===== src/hw/rtl/ucs_pkg.sv =====
// Shared types and constants for the URI component splitter.
// Holds character codes, state and component codes, and the result word layout.
// No dependencies.
package ucs_pkg;

    localparam int OFS_W = 16;

    localparam logic       OP_CHAR = 1'b0;
    localparam logic       OP_END  = 1'b1;

    localparam logic       KIND_SPAN    = 1'b0;
    localparam logic       KIND_VERDICT = 1'b1;

    localparam logic [7:0] CH_COLON = 8'h3A;
    localparam logic [7:0] CH_SLASH = 8'h2F;
    localparam logic [7:0] CH_AT    = 8'h40;
    localparam logic [7:0] CH_QUEST = 8'h3F;
    localparam logic [7:0] CH_HASH  = 8'h23;

    localparam logic [3:0] T_START  = 4'd0;
    localparam logic [3:0] T_SCHEME = 4'd1;
    localparam logic [3:0] T_HIER   = 4'd2;
    localparam logic [3:0] T_QMARK  = 4'd3;
    localparam logic [3:0] T_QUERY  = 4'd4;
    localparam logic [3:0] T_HASHED = 4'd5;
    localparam logic [3:0] T_FRAG   = 4'd6;

    localparam logic [2:0] H_START  = 3'd0;
    localparam logic [2:0] H_SLASH1 = 3'd1;
    localparam logic [2:0] H_SLASH2 = 3'd2;
    localparam logic [2:0] H_AUTH   = 3'd3;
    localparam logic [2:0] H_PATH   = 3'd4;
    localparam logic [2:0] H_FIN    = 3'd5;

    localparam logic [2:0] A_START  = 3'd0;
    localparam logic [2:0] A_USER   = 3'd1;
    localparam logic [2:0] A_AT     = 3'd2;
    localparam logic [2:0] A_HOST   = 3'd3;
    localparam logic [2:0] A_COLON  = 3'd4;
    localparam logic [2:0] A_PORT   = 3'd5;
    localparam logic [2:0] A_FIN    = 3'd6;

    localparam logic [2:0] C_SCHEME = 3'd0;
    localparam logic [2:0] C_USER   = 3'd1;
    localparam logic [2:0] C_HOST   = 3'd2;
    localparam logic [2:0] C_PORT   = 3'd3;
    localparam logic [2:0] C_PATH   = 3'd4;
    localparam logic [2:0] C_QUERY  = 3'd5;
    localparam logic [2:0] C_FRAG   = 3'd6;

    localparam int QDEPTH = 4;
    localparam int QPTR_W = $clog2(QDEPTH);
    localparam int QCNT_W = QPTR_W + 1;

    typedef struct packed {
        logic             kind;
        logic [2:0]       component;
        logic [OFS_W-1:0] span_start;
        logic [OFS_W-1:0] span_end;
        logic             uri_valid;
        logic [OFS_W-1:0] error_offset;
        logic             last_result;
    } result_t;

    // Up to two result words produced by one input word.
    typedef struct packed {
        logic [1:0] count;
        result_t    res0;
        result_t    res1;
    } push_t;

endpackage


===== src/hw/rtl/ucs_parser.sv =====
// Three-level URI state machine: tracks position, emits spans and the verdict.
// Depends on ucs_pkg for codes and the result word layout.
module ucs_parser #(
    parameter int POS_BITS = 16
) (
    input  logic                 clk,
    input  logic                 rst_n,
    input  logic                 fire,
    input  logic                 operation,
    input  logic [7:0]           char_code,
    output ucs_pkg::push_t       push
);

    localparam logic [POS_BITS-1:0] POS_MAX = {POS_BITS{1'b1}};
    localparam logic [POS_BITS-1:0] POS_ONE = {{(POS_BITS-1){1'b0}}, 1'b1};

    logic [3:0]          top_reg, top_next;
    logic [2:0]          hier_reg, hier_next;
    logic [2:0]          auth_reg, auth_next;
    logic [POS_BITS-1:0] pos_reg, pos_next;
    logic [POS_BITS-1:0] mark_reg, mark_next;
    logic                fail_reg, fail_next;
    logic [POS_BITS-1:0] fpos_reg, fpos_next;

    logic                span_en;
    logic [2:0]          span_comp;
    logic                verdict_en;
    logic                verdict_ok;
    logic [POS_BITS-1:0] verdict_err;
    ucs_pkg::result_t    span_res;
    ucs_pkg::result_t    verdict_res;

    function automatic logic [ucs_pkg::OFS_W-1:0] to_ofs(input logic [POS_BITS-1:0] v);
        logic [POS_BITS+ucs_pkg::OFS_W-1:0] w;
        w = {{ucs_pkg::OFS_W{1'b0}}, v};
        return w[ucs_pkg::OFS_W-1:0];
    endfunction

    always_comb
    begin
        top_next    = top_reg;
        hier_next   = hier_reg;
        auth_next   = auth_reg;
        pos_next    = pos_reg;
        mark_next   = mark_reg;
        fail_next   = fail_reg;
        fpos_next   = fpos_reg;
        span_en     = 1'b0;
        span_comp   = ucs_pkg::C_SCHEME;
        verdict_en  = 1'b0;
        verdict_ok  = 1'b1;
        verdict_err = '0;

        if (fire && operation == ucs_pkg::OP_CHAR)
        begin
            if (fail_reg)
            begin
                // drop characters after a failure
            end
            else if (pos_reg == POS_MAX)
            begin
                fail_next = 1'b1;
                fpos_next = POS_MAX;
            end
            else
            begin
                pos_next = pos_reg + POS_ONE;
                unique case (top_reg) inside
                    ucs_pkg::T_START, ucs_pkg::T_SCHEME:
                    begin
                        top_next = ucs_pkg::T_SCHEME;
                        if (char_code == ucs_pkg::CH_COLON)
                        begin
                            span_en   = 1'b1;
                            span_comp = ucs_pkg::C_SCHEME;
                            mark_next = pos_reg;
                            top_next  = ucs_pkg::T_HIER;
                        end
                    end
                    ucs_pkg::T_HIER:
                    begin
                        unique case (hier_reg)
                            ucs_pkg::H_START:
                            begin
                                if (char_code == ucs_pkg::CH_SLASH)
                                    hier_next = ucs_pkg::H_SLASH1;
                                else
                                begin
                                    mark_next = pos_reg;
                                    hier_next = ucs_pkg::H_PATH;
                                end
                            end
                            ucs_pkg::H_SLASH1:
                            begin
                                if (char_code == ucs_pkg::CH_SLASH)
                                    hier_next = ucs_pkg::H_SLASH2;
                                else
                                begin
                                    fail_next = 1'b1;
                                    fpos_next = pos_reg;
                                end
                            end
                            ucs_pkg::H_SLASH2:
                            begin
                                mark_next = pos_reg;
                                if (char_code == ucs_pkg::CH_SLASH)
                                    hier_next = ucs_pkg::H_PATH;
                                else
                                begin
                                    hier_next = ucs_pkg::H_AUTH;
                                    auth_next = ucs_pkg::A_USER;
                                end
                            end
                            ucs_pkg::H_AUTH:
                            begin
                                unique case (auth_reg) inside
                                    ucs_pkg::A_USER, ucs_pkg::A_HOST, ucs_pkg::A_PORT:
                                    begin
                                        span_comp = (auth_reg == ucs_pkg::A_PORT) ?
                                                    ucs_pkg::C_PORT : ucs_pkg::C_HOST;
                                        if (char_code == ucs_pkg::CH_AT &&
                                            auth_reg == ucs_pkg::A_USER)
                                        begin
                                            span_en   = 1'b1;
                                            span_comp = ucs_pkg::C_USER;
                                            auth_next = ucs_pkg::A_AT;
                                        end
                                        else if (char_code == ucs_pkg::CH_COLON &&
                                                 auth_reg != ucs_pkg::A_PORT)
                                        begin
                                            span_en   = 1'b1;
                                            auth_next = ucs_pkg::A_COLON;
                                        end
                                        else if (char_code == ucs_pkg::CH_SLASH)
                                        begin
                                            // path opens at the slash
                                            span_en   = 1'b1;
                                            mark_next = pos_reg;
                                            auth_next = ucs_pkg::A_FIN;
                                            hier_next = ucs_pkg::H_PATH;
                                        end
                                        else if (char_code == ucs_pkg::CH_QUEST ||
                                                 char_code == ucs_pkg::CH_HASH)
                                        begin
                                            span_en   = 1'b1;
                                            auth_next = ucs_pkg::A_FIN;
                                            hier_next = ucs_pkg::H_FIN;
                                            top_next  = (char_code == ucs_pkg::CH_QUEST) ?
                                                        ucs_pkg::T_QMARK : ucs_pkg::T_HASHED;
                                        end
                                    end
                                    ucs_pkg::A_AT:
                                    begin
                                        mark_next = pos_reg;
                                        auth_next = ucs_pkg::A_HOST;
                                    end
                                    ucs_pkg::A_COLON:
                                    begin
                                        mark_next = pos_reg;
                                        auth_next = ucs_pkg::A_PORT;
                                    end
                                    default:
                                    begin
                                    end
                                endcase
                            end
                            ucs_pkg::H_PATH:
                            begin
                                if (char_code == ucs_pkg::CH_QUEST ||
                                    char_code == ucs_pkg::CH_HASH)
                                begin
                                    span_en   = 1'b1;
                                    span_comp = ucs_pkg::C_PATH;
                                    hier_next = ucs_pkg::H_FIN;
                                    top_next  = (char_code == ucs_pkg::CH_QUEST) ?
                                                ucs_pkg::T_QMARK : ucs_pkg::T_HASHED;
                                end
                            end
                            default:
                            begin
                            end
                        endcase
                    end
                    ucs_pkg::T_QMARK:
                    begin
                        mark_next = pos_reg;
                        top_next  = ucs_pkg::T_QUERY;
                    end
                    ucs_pkg::T_QUERY:
                    begin
                        if (char_code == ucs_pkg::CH_HASH)
                        begin
                            span_en   = 1'b1;
                            span_comp = ucs_pkg::C_QUERY;
                            top_next  = ucs_pkg::T_HASHED;
                        end
                    end
                    ucs_pkg::T_HASHED:
                    begin
                        mark_next = pos_reg;
                        top_next  = ucs_pkg::T_FRAG;
                    end
                    default:
                    begin
                    end
                endcase
            end
        end
        else if (fire)
        begin
            verdict_en = 1'b1;
            if (fail_reg)
            begin
                verdict_ok  = 1'b0;
                verdict_err = fpos_reg;
            end
            else if (top_reg == ucs_pkg::T_SCHEME)
            begin
                verdict_ok  = 1'b0;
                verdict_err = pos_reg;
            end
            else if (top_reg == ucs_pkg::T_HIER)
            begin
                if (hier_reg == ucs_pkg::H_START || hier_reg == ucs_pkg::H_SLASH1 ||
                    hier_reg == ucs_pkg::H_SLASH2)
                begin
                    verdict_ok  = 1'b0;
                    verdict_err = pos_reg;
                end
                else if (hier_reg == ucs_pkg::H_AUTH)
                begin
                    if (auth_reg == ucs_pkg::A_USER || auth_reg == ucs_pkg::A_HOST)
                    begin
                        span_en   = 1'b1;
                        span_comp = ucs_pkg::C_HOST;
                    end
                    else if (auth_reg == ucs_pkg::A_PORT)
                    begin
                        span_en   = 1'b1;
                        span_comp = ucs_pkg::C_PORT;
                    end
                end
                else if (hier_reg == ucs_pkg::H_PATH)
                begin
                    span_en   = 1'b1;
                    span_comp = ucs_pkg::C_PATH;
                end
            end
            else if (top_reg == ucs_pkg::T_QUERY)
            begin
                span_en   = 1'b1;
                span_comp = ucs_pkg::C_QUERY;
            end
            else if (top_reg == ucs_pkg::T_FRAG)
            begin
                span_en   = 1'b1;
                span_comp = ucs_pkg::C_FRAG;
            end
            // back to the reset state for the next URI
            top_next  = ucs_pkg::T_START;
            hier_next = ucs_pkg::H_START;
            auth_next = ucs_pkg::A_START;
            pos_next  = '0;
            mark_next = '0;
            fail_next = 1'b0;
            fpos_next = '0;
        end
    end

    always_comb
    begin
        span_res.kind         = ucs_pkg::KIND_SPAN;
        span_res.component    = span_comp;
        span_res.span_start   = to_ofs(mark_reg);
        span_res.span_end     = to_ofs(pos_reg);
        span_res.uri_valid    = 1'b0;
        span_res.error_offset = '0;
        span_res.last_result  = !verdict_en;

        verdict_res.kind         = ucs_pkg::KIND_VERDICT;
        verdict_res.component    = ucs_pkg::C_SCHEME;
        verdict_res.span_start   = '0;
        verdict_res.span_end     = '0;
        verdict_res.uri_valid    = verdict_ok;
        verdict_res.error_offset = to_ofs(verdict_err);
        verdict_res.last_result  = 1'b1;

        push.res1 = verdict_res;
        if (span_en)
            push.res0 = span_res;
        else
            push.res0 = verdict_res;
        push.count = {1'b0, span_en} + {1'b0, verdict_en};
    end

    always_ff @(posedge clk or negedge rst_n)
    begin
        if (!rst_n)
        begin
            top_reg  <= ucs_pkg::T_START;
            hier_reg <= ucs_pkg::H_START;
            auth_reg <= ucs_pkg::A_START;
            pos_reg  <= '0;
            mark_reg <= '0;
            fail_reg <= 1'b0;
            fpos_reg <= '0;
        end
        else
        begin
            top_reg  <= top_next;
            hier_reg <= hier_next;
            auth_reg <= auth_next;
            pos_reg  <= pos_next;
            mark_reg <= mark_next;
            fail_reg <= fail_next;
            fpos_reg <= fpos_next;
        end
    end

endmodule


===== src/hw/rtl/uri_component_splitter_top.sv =====
// Top level of the URI component splitter: parser plus a small result queue.
// Depends on ucs_pkg and ucs_parser.
//
//  channel | direction | handshake           | payload
//  --------+-----------+---------------------+-----------------------------------------
//  in      | into      | in_valid / in_stall | operation, char_code
//  out     | out of    | out_valid/out_stall | kind, component, span_start, span_end,
//          |           |                     | uri_valid, error_offset, last_result
//
// One input word per cycle unless in_stall is high; the parser state updates in the cycle the word is taken.
// A character gives at most one result word, an end word one or two, queued in a four-entry
// result queue that registers each result word before the out channel shows it.
// in_stall rises when the queue has fewer than two free entries.
// Reset returns the parser to the start state and empties the queue.
module uri_component_splitter_top #(
    parameter int POS_BITS = 16
) (
    input  logic        clk,
    input  logic        rst_n,
    input  logic        in_valid,
    output logic        in_stall,
    input  logic        operation,
    input  logic [7:0]  char_code,
    output logic        out_valid,
    input  logic        out_stall,
    output logic        kind,
    output logic [2:0]  component,
    output logic [15:0] span_start,
    output logic [15:0] span_end,
    output logic        uri_valid,
    output logic [15:0] error_offset,
    output logic        last_result
);

    localparam logic [ucs_pkg::QCNT_W-1:0] STALL_AT =
        ucs_pkg::QCNT_W'(ucs_pkg::QDEPTH - 1);
    localparam logic [ucs_pkg::QPTR_W-1:0] PTR_ONE =
        ucs_pkg::QPTR_W'(1);

    ucs_pkg::push_t              push;
    ucs_pkg::result_t            q_reg [ucs_pkg::QDEPTH];
    ucs_pkg::result_t            head;
    logic [ucs_pkg::QPTR_W-1:0]  wr_reg, wr_next;
    logic [ucs_pkg::QPTR_W-1:0]  rd_reg, rd_next;
    logic [ucs_pkg::QCNT_W-1:0]  cnt_reg, cnt_next;
    logic                        fire;
    logic                        pop;

    assign in_stall = (cnt_reg >= STALL_AT);
    assign fire     = in_valid && !in_stall;
    assign out_valid = (cnt_reg != '0);
    assign pop      = out_valid && !out_stall;

    ucs_parser #(
        .POS_BITS (POS_BITS)
    ) u_parser (
        .clk       (clk),
        .rst_n     (rst_n),
        .fire      (fire),
        .operation (operation),
        .char_code (char_code),
        .push      (push)
    );

    always_comb
    begin
        wr_next  = wr_reg + push.count[ucs_pkg::QPTR_W-1:0];
        rd_next  = pop ? (rd_reg + PTR_ONE) : rd_reg;
        cnt_next = cnt_reg + ucs_pkg::QCNT_W'(push.count) - ucs_pkg::QCNT_W'(pop);
    end

    always_ff @(posedge clk or negedge rst_n)
    begin
        if (!rst_n)
        begin
            wr_reg  <= '0;
            rd_reg  <= '0;
            cnt_reg <= '0;
        end
        else
        begin
            wr_reg  <= wr_next;
            rd_reg  <= rd_next;
            cnt_reg <= cnt_next;
        end
    end

    always_ff @(posedge clk)
    begin
        if (push.count != 2'd0)
            q_reg[wr_reg] <= push.res0;
        if (push.count == 2'd2)
            q_reg[wr_reg + PTR_ONE] <= push.res1;
    end

    assign head         = q_reg[rd_reg];
    assign kind         = head.kind;
    assign component    = head.component;
    assign span_start   = head.span_start;
    assign span_end     = head.span_end;
    assign uri_valid    = head.uri_valid;
    assign error_offset = head.error_offset;
    assign last_result  = head.last_result;

endmodule


===== config.mk =====
export PLATFORM = sky130hd
export DESIGN_NAME = uri_component_splitter_top
export DESIGN_NICKNAME = d
export VERILOG_FILES = /design/src/hw/rtl/ucs_pkg.sv /design/src/hw/rtl/ucs_parser.sv /design/src/hw/rtl/uri_component_splitter_top.sv
export SDC_FILE = /design/constraint.sdc
export NUM_CORES = 1
export LEC_CHECK = 0
export BUFFER_PORTS_ARGS = -buffer_cell sky130_fd_sc_hd__buf_2
export CAP_MARGIN = 10
export CORE_AREA = 8 8 153 155
export DETAILED_ROUTE_END_ITERATION = 16
export DIE_AREA = 0 0 161 163
export GPL_ROUTABILITY_DRIVEN = 0
export MAX_ROUTING_LAYER = met4
export PLACE_DENSITY = 0.79
export SYNTH_ARGS = -nofsm -noshare
export SYNTH_HDL_FRONTEND = slang
export SYNTH_SLANG_ARGS = --single-unit
export TNS_END_PERCENT = 100

===== constraint.sdc =====
create_clock -name clk -period 3.85 [get_ports clk]
set_input_delay 0.1925 -clock clk [delete_from_list [all_inputs] [get_ports clk]]
set_output_delay 0.1925 -clock clk [all_outputs]
set_load 0.01 [all_outputs]

==> results of run 1 <==
worst max-delay path: stages (launching register included):
cell and delay (ns):
dfrtp_1 0.51, nor3b_4 0.40, o2111ai_1 0.17, a21oi_1 0.32
o31ai_4 0.17, a21oi_1 0.27, inv_1 0.08, ha_1 0.26
inv_1 0.14, nand2_1 0.23, nor3_2 0.31, a21boi_1 0.10
buf_4 0.24, nor2_1 0.18
final timing paths:
check                                           startpoint                                to  depth (start not counted)
setup / recovery           u_parser.top_reg[0]$_DFFE_PN0P_            q_reg[0][12]$_DFFE_PP_                         13
hold / removal                                   operation   u_parser.pos_reg[0]$_DFFE_PN0P_                          2
setup reg to reg           u_parser.top_reg[0]$_DFFE_PN0P_            q_reg[0][12]$_DFFE_PP_                         13
hold reg to reg                  q_reg[3][36]$_SDFFE_PP0P_         q_reg[3][36]$_SDFFE_PP0P_                          1
max in group asynchronous                            rst_n  u_parser.mark_reg[1]$_DFFE_PN0P_                          3
min in group asynchronous                            rst_n             rd_reg[0]$_DFFE_PN0P_                          2
synth_stat cells (3+ instances only):
| cell | number |
|---|---|
| and3_1 | 9 |
| nand2_1 | 56 |
| mux4_2 | 54 |
| o22ai_1 | 3 |
| nor4_1 | 4 |
| dfrtp_1 | 65 |
| ha_1 | 10 |
| xnor2_1 | 6 |
| o21ai_0 | 29 |
| mux2_2 | 15 |
| inv_1 | 32 |
| buf_2 | 29 |
| a21oi_1 | 32 |
| a21boi_1 | 3 |
| clkinv_1 | 3 |
| edfxtp_1 | 68 |
| a32o_1 | 130 |
| a22o_1 | 28 |
| a22oi_1 | 3 |
| clkbuf_1 | 52 |
| buf_1 | 6 |
| o31ai_1 | 6 |
| nor2_1 | 96 |
| and2_1 | 5 |
| o211ai_1 | 4 |
| buf_6 | 9 |
| or3_1 | 9 |
| nand3_1 | 19 |
| o2111ai_1 | 3 |
| xor2_1 | 8 |
| nand4_1 | 13 |
| nor3_1 | 8 |
| buf_4 | 4 |
| nor2b_1 | 4 |
| mux2i_1 | 3 |
| a2bb2oi_1 | 12 |
| dfxtp_1 | 148 |
metrics by stage:
step | worst slack (ns) | hold WS, ns | instances | area [sq um]
2_1_floorplan | 0.362 | -0.103 | 1050 | 12600
3_3_place_gp | 0.206 | 0.306 | 1338 | 13200
3_5_place_dp | 0.0850 | 0.297 | 1338 | 13200
4_1_cts | 0.0848 | 0.0179 | 1390 | 14200
5_1_grt | 0.0156 | 0.0422 | 1391 | 14300
6_report | 0.301 | 0.0325 | 1391 | 14300
report_power, final:
group          switching [mW]  internal [mW]
combinational            1.24          0.949
sequential              0.462           3.39
clock                    1.09           1.70
total                    2.79           6.04
repair_timing:
| action | 4_1_cts | 5_1_grt |
|---|---|---|
| hold buffers | 2 | 0 |
| gates resized for setup | 0 | 5 |
| endpoints found under the hold margin | 31 | 0 |
| setup endpoints to repair | 0 | 58 |
final cells by class:
cell class	count	area [sq um]	area share, %
sequential	281	6640	46.5
multi-input combinational	633	5430	38.1
clock buffer	46	886	6.21
timing repair buffer	117	758	5.32
tap	275	344	2.41
inverter	35	131	0.921
clock inverter	4	73.8	0.518
metal layers:
metal  share of wire (%)  vias up  wire, um
met5                   0        -         0
met4                 2.0        0       641
met3                 6.5       54      2030
met2                  50      357     15700
met1                  41     4773     12900
li1                    -     4188         -
cell families (layout without fill, tap and decap cells):
group | count (synthesis) | count (layout) | share of synthesized area [%]
buffers and inverters | 136 | 202 | 4.99
multiplexers | 72 | 72 | 11.2
XOR/XNOR | 14 | 14 | 0.970
adder cells (fa/ha/maj) | 12 | 12 | 1.23
AND/OR/NAND/NOR | 252 | 252 | 10.2
AO/OA/AOI/OAI | 283 | 283 | 19.0
flip-flops | 281 | 281 | 52.4
==> results.json, run 1 <==
{
  "dp_hpwl_um": 19200,
  "fin_total_pwr_mw": 8.83,
  "grt_usage_pct": 24.2,
  "setup_violations": 0,
  "max_cap_violations": 0,
  "vias": 9372,
  "synthCells": 1050,
  "cts_tree": "yes",
  "outcome": "finished clean",
  "start_util_pct": 60.7,
  "yosys.area.top_type": "dfxtp_1",
  "cts_inserted_buffers": 28,
  "root_buffer": "clkbuf_16",
  "worstSetupPathType": "reg -> reg",
  "die_h_um": 163,
  "r2r_setup_slack_ns": 0.30,
  "synth_area_sq_um": 12600,
  "post_cts_buffers": 0,
  "num_rows": 53,
  "cp.arrival_ns": 3.92,
  "finClkSkew_ns": 0.0170,
  "grt.busiest_layer": "met2",
  "cp.required_ns": 4.22,
  "grt_use_met3_pct": 3.72,
  "synth-edff-count": 68,
  "insertion_delay_ns": 0.53,
  "synth_seq_area_share_pct": 52.4,
  "port_buffers": 68,
  "final_cell_mix": "dfxtp_1, a32o_1, nor2_1",
  "grt_max_degree": 89,
  "core_area_sq_um": 20800,
  "synthTopCellsByArea": "dfxtp_1, edfxtp_1, dfrtp_1, a32o_1, mux4_2",
  "ys_warn_count": 0,
  "areaGrowthSynthToFinish_pct": 12.8,
  "synth-seq-cells": 281,
  "grt_pass1_vias": 9481,
  "worst_pin_slew_ns": 1.11,
  "pin_count": 69,
  "grt_first_pass_wirelength_um": 50300,
  "crit_fanout": 16,
  "vias_per_cell": 6.74,
  "antenna_found_initial": 0,
  "p_leak_nw": 5.37,
  "layout-drive-gt1-share_pct": 22.8,
  "synth_flop_cell": "dfxtp_1",
  "wirelength_um": 31300,
  "ant_nets": 0,
  "cts.sinks": 281,
  "overflow": 0,
  "critPathCaptureType": "flip-flop",
  "drt-pass1-iter-count": 5,
  "die_width_um": 161,
  "syn_nets": 1074,
  "final-hold-violation-count": 0,
  "p_per_area_nw_per_um2": 619,
  "clockBufferDepth": 3,
  "final_util_pct": 68.5,
  "worstHoldPathType": "in -> reg",
  "drt_iter0_drc": 955,
  "globalRouteMet2Util_pct": 39.9,
  "cts-htree-levels": 1,
  "synthArstFlopShare_pct": 23.1,
  "drv_slew": 0,
  "post_drt_wl_per_cell_um": 22.5,
  "path_clk_slew_ns": 0.06,
  "rsz0062_at_grt": "false",
  "grtUsageMet1_pct": 30.4,
  "largest_reg_flops": 216,
  "antenna_cells": 0,
  "slew_headroom_pct": 25.9,
  "cp-start-kind": "flip-flop",
  "nFillCells": 1475,
  "synth_top_area_share_pct": 23.4,
  "peakVddDrop_mv": 0.464,
  "dieArea_sq_um": 26200,
  "fmax_mhz": 282,
  "ys_types": 85,
  "finalCritPeriodShare_pct": 92.2,
  "nNetsFinal": 1120,
  "drc": 0,
  "layout_commonest_cell": "dfxtp_1",
  "period_needed_ns": 3.55,
  "finalSetupTns_ns": 0,
  "syn_avg_cell_area_sq_um": 12.0
}
Power figures use the tool's default switching activity.
==> inputs of run 2 (changes only) <==
Settings changed: CORE_AREA 8 8 153 155 to 8 8 149 151, DIE_AREA 0 0 161 163 to 0 0 157 159, PLACE_DENSITY 0.79 to 0.83.
Clock period 3.85 ns to 4.5 ns, I/O delays scaled along.
==> results.json, run 2 (synthesized netlist as in run 1, its figures left out) <==
{
  "wirelength_um": 32000,
  "grt_max_degree": 67,
  "max_cap_violations": 0,
  "rsz0062_at_grt": "false",
  "clockBufferDepth": 3,
  "cp.arrival_ns": 4.19,
  "layout_commonest_cell": "dfxtp_1",
  "cp_top_family": "simple AND/OR/NAND/NOR gates",
  "grt_first_pass_wirelength_um": 51000,
  "grt_pass1_vias": 9406,
  "path_cells": "nor2_1 > a22oi_1 > o211ai_1 > nand2_2 > a21oi_1 > inv_1 > ha_1 > o41ai_1 > nand2_1 > nor2_1",
  "peakVddDrop_mv": 0.525,
  "insertion_delay_ns": 0.55,
  "p_leak_nw": 5.26,
  "final_cell_mix": "dfxtp_1, a32o_1, nor2_1",
  "slowest_stage": "o41ai_1",
  "final-hold-violation-count": 0,
  "vias": 9476,
  "outcome": "finished clean",
  "cp_num_cells": 10,
  "path_clk_slew_ns": 0.07,
  "slew_headroom_pct": 32.0,
  "worst_pin_slew_ns": 1.02,
  "crit_fanout": 16,
  "cts_inserted_buffers": 29,
  "largest_reg_flops": 216,
  "areaGrowthSynthToFinish_pct": 11.3,
  "routedLengthMet1_um": 12400,
  "p_per_area_nw_per_um2": 543,
  "pin_count": 69,
  "cp-start-kind": "flip-flop",
  "die_h_um": 159,
  "port_buffers": 68,
  "die_width_um": 157,
  "layout-drive-gt1-share_pct": 21.2,
  "num_rows": 52,
  "crit_top_cell": "nor2_1",
  "grt_usage_pct": 26.2,
  "place_area_sq_um": 13000,
  "overflow": 0,
  "setup_violations": 0,
  "cp.required_ns": 4.87,
  "root_buffer": "clkbuf_16",
  "drv_slew": 0,
  "ant_nets": 0,
  "final_util_pct": 70.9,
  "cts-htree-levels": 1,
  "fmax_mhz": 262,
  "fin_total_pwr_mw": 7.64,
  "finalSetupTns_ns": 0,
  "finalCritPeriodShare_pct": 85.0,
  "dieArea_sq_um": 25000,
  "drc": 0,
  "finClkSkew_ns": 0.0155,
  "start_util_pct": 63.7,
  "maxUsedRoutingLayer": "met4",
  "cts_tree": "yes",
  "timing.rr.end": "q_reg[1][13]$_DFFE_PP_",
  "period_needed_ns": 3.82,
  "timing.rr.start": "u_parser.hier_reg[0]$_DFFE_PN0P_",
  "core_area_sq_um": 19800,
  "crit_start": "u_parser.hier_reg[0]$_DFFE_PN0P_",
  "antenna_found_initial": 0,
  "hold_path_depth": 2,
  "vias_per_cell": 6.92,
  "postCtsHoldBufs": 2,
  "critPathCaptureType": "flip-flop",
  "nNetsFinal": 1100,
  "worstSetupPathType": "reg -> reg",
  "post_cts_buffers": 0,
  "post_drt_wl_per_cell_um": 23.4,
  "wl_met2_um": 15600,
  "dp_hpwl_um": 18900,
  "reg2regPathDepth": 10,
  "cts.sinks": 281,
  "ctsResizeCount": 0,
  "r2r_setup_slack_ns": 0.68,
  "cp_num_buf_inv": 1,
  "critPathMaxStageDelay_ns": 0.53,
  "endpoint": "q_reg[1][13]$_DFFE_PP_",
  "route.met3.wl_um": 3090,
  "drt-pass1-iter-count": 7,
  "design_area_sq_um": 14100,
  "drt_iter0_drc": 1170,
  "worstHoldPathType": "in -> reg",
  "antenna_cells": 0
}
[run 2: worst min path at each step]
stage	start	endpoint	slack, ns
floorplan	rst_n	cnt_reg[0]$_DFF_PN0_	-0.07
global placement	rst_n	cnt_reg[2]$_DFF_PN0_	0.44
detailed placement	rst_n	rd_reg[0]$_DFFE_PN0P_	0.42
CTS	operation	u_parser.pos_reg[1]$_DFFE_PN0P_	0.02
global route	operation	u_parser.pos_reg[1]$_DFFE_PN0P_	0.07
finish	operation	u_parser.pos_reg[1]$_DFFE_PN0P_	0.03
[run 2: metrics by stage]
stage | std cells | hold WS (ns) | worst slack, ns
after floorplan | 1050 | -0.0706 | 1.01
after global placement | 1313 | 0.441 | 0.929
after detailed placement | 1313 | 0.425 | 0.778
after CTS | 1369 | 0.0171 | 0.747
after global routing | 1369 | 0.0692 | 0.474
final | 1369 | 0.0260 | 0.676
[run 2: area by class of cell]
type,instances,area [sq um]
clock buffers,32,757
clock inverters,22,251
fillers,1346,5770
inverters,35,131
multi-input cells,633,5410
flip-flops and latches,281,6640
well taps,270,338
repair buffers,96,556
[run 2: where the power goes]
part | internal (mW) | total, mW | switching, mW
sequential | 2.90 | 3.34 | 0.436
combinational | 0.760 | 1.79 | 1.04
clock | 1.50 | 2.51 | 1.00
[run 2: layer usage]
metal  up-vias  global-route usage (%)
li1       4151                       -
met1      4722                    34.1
met4         0                    8.83
met3        80                    4.45
met2       523                    40.9
met5         -                       -
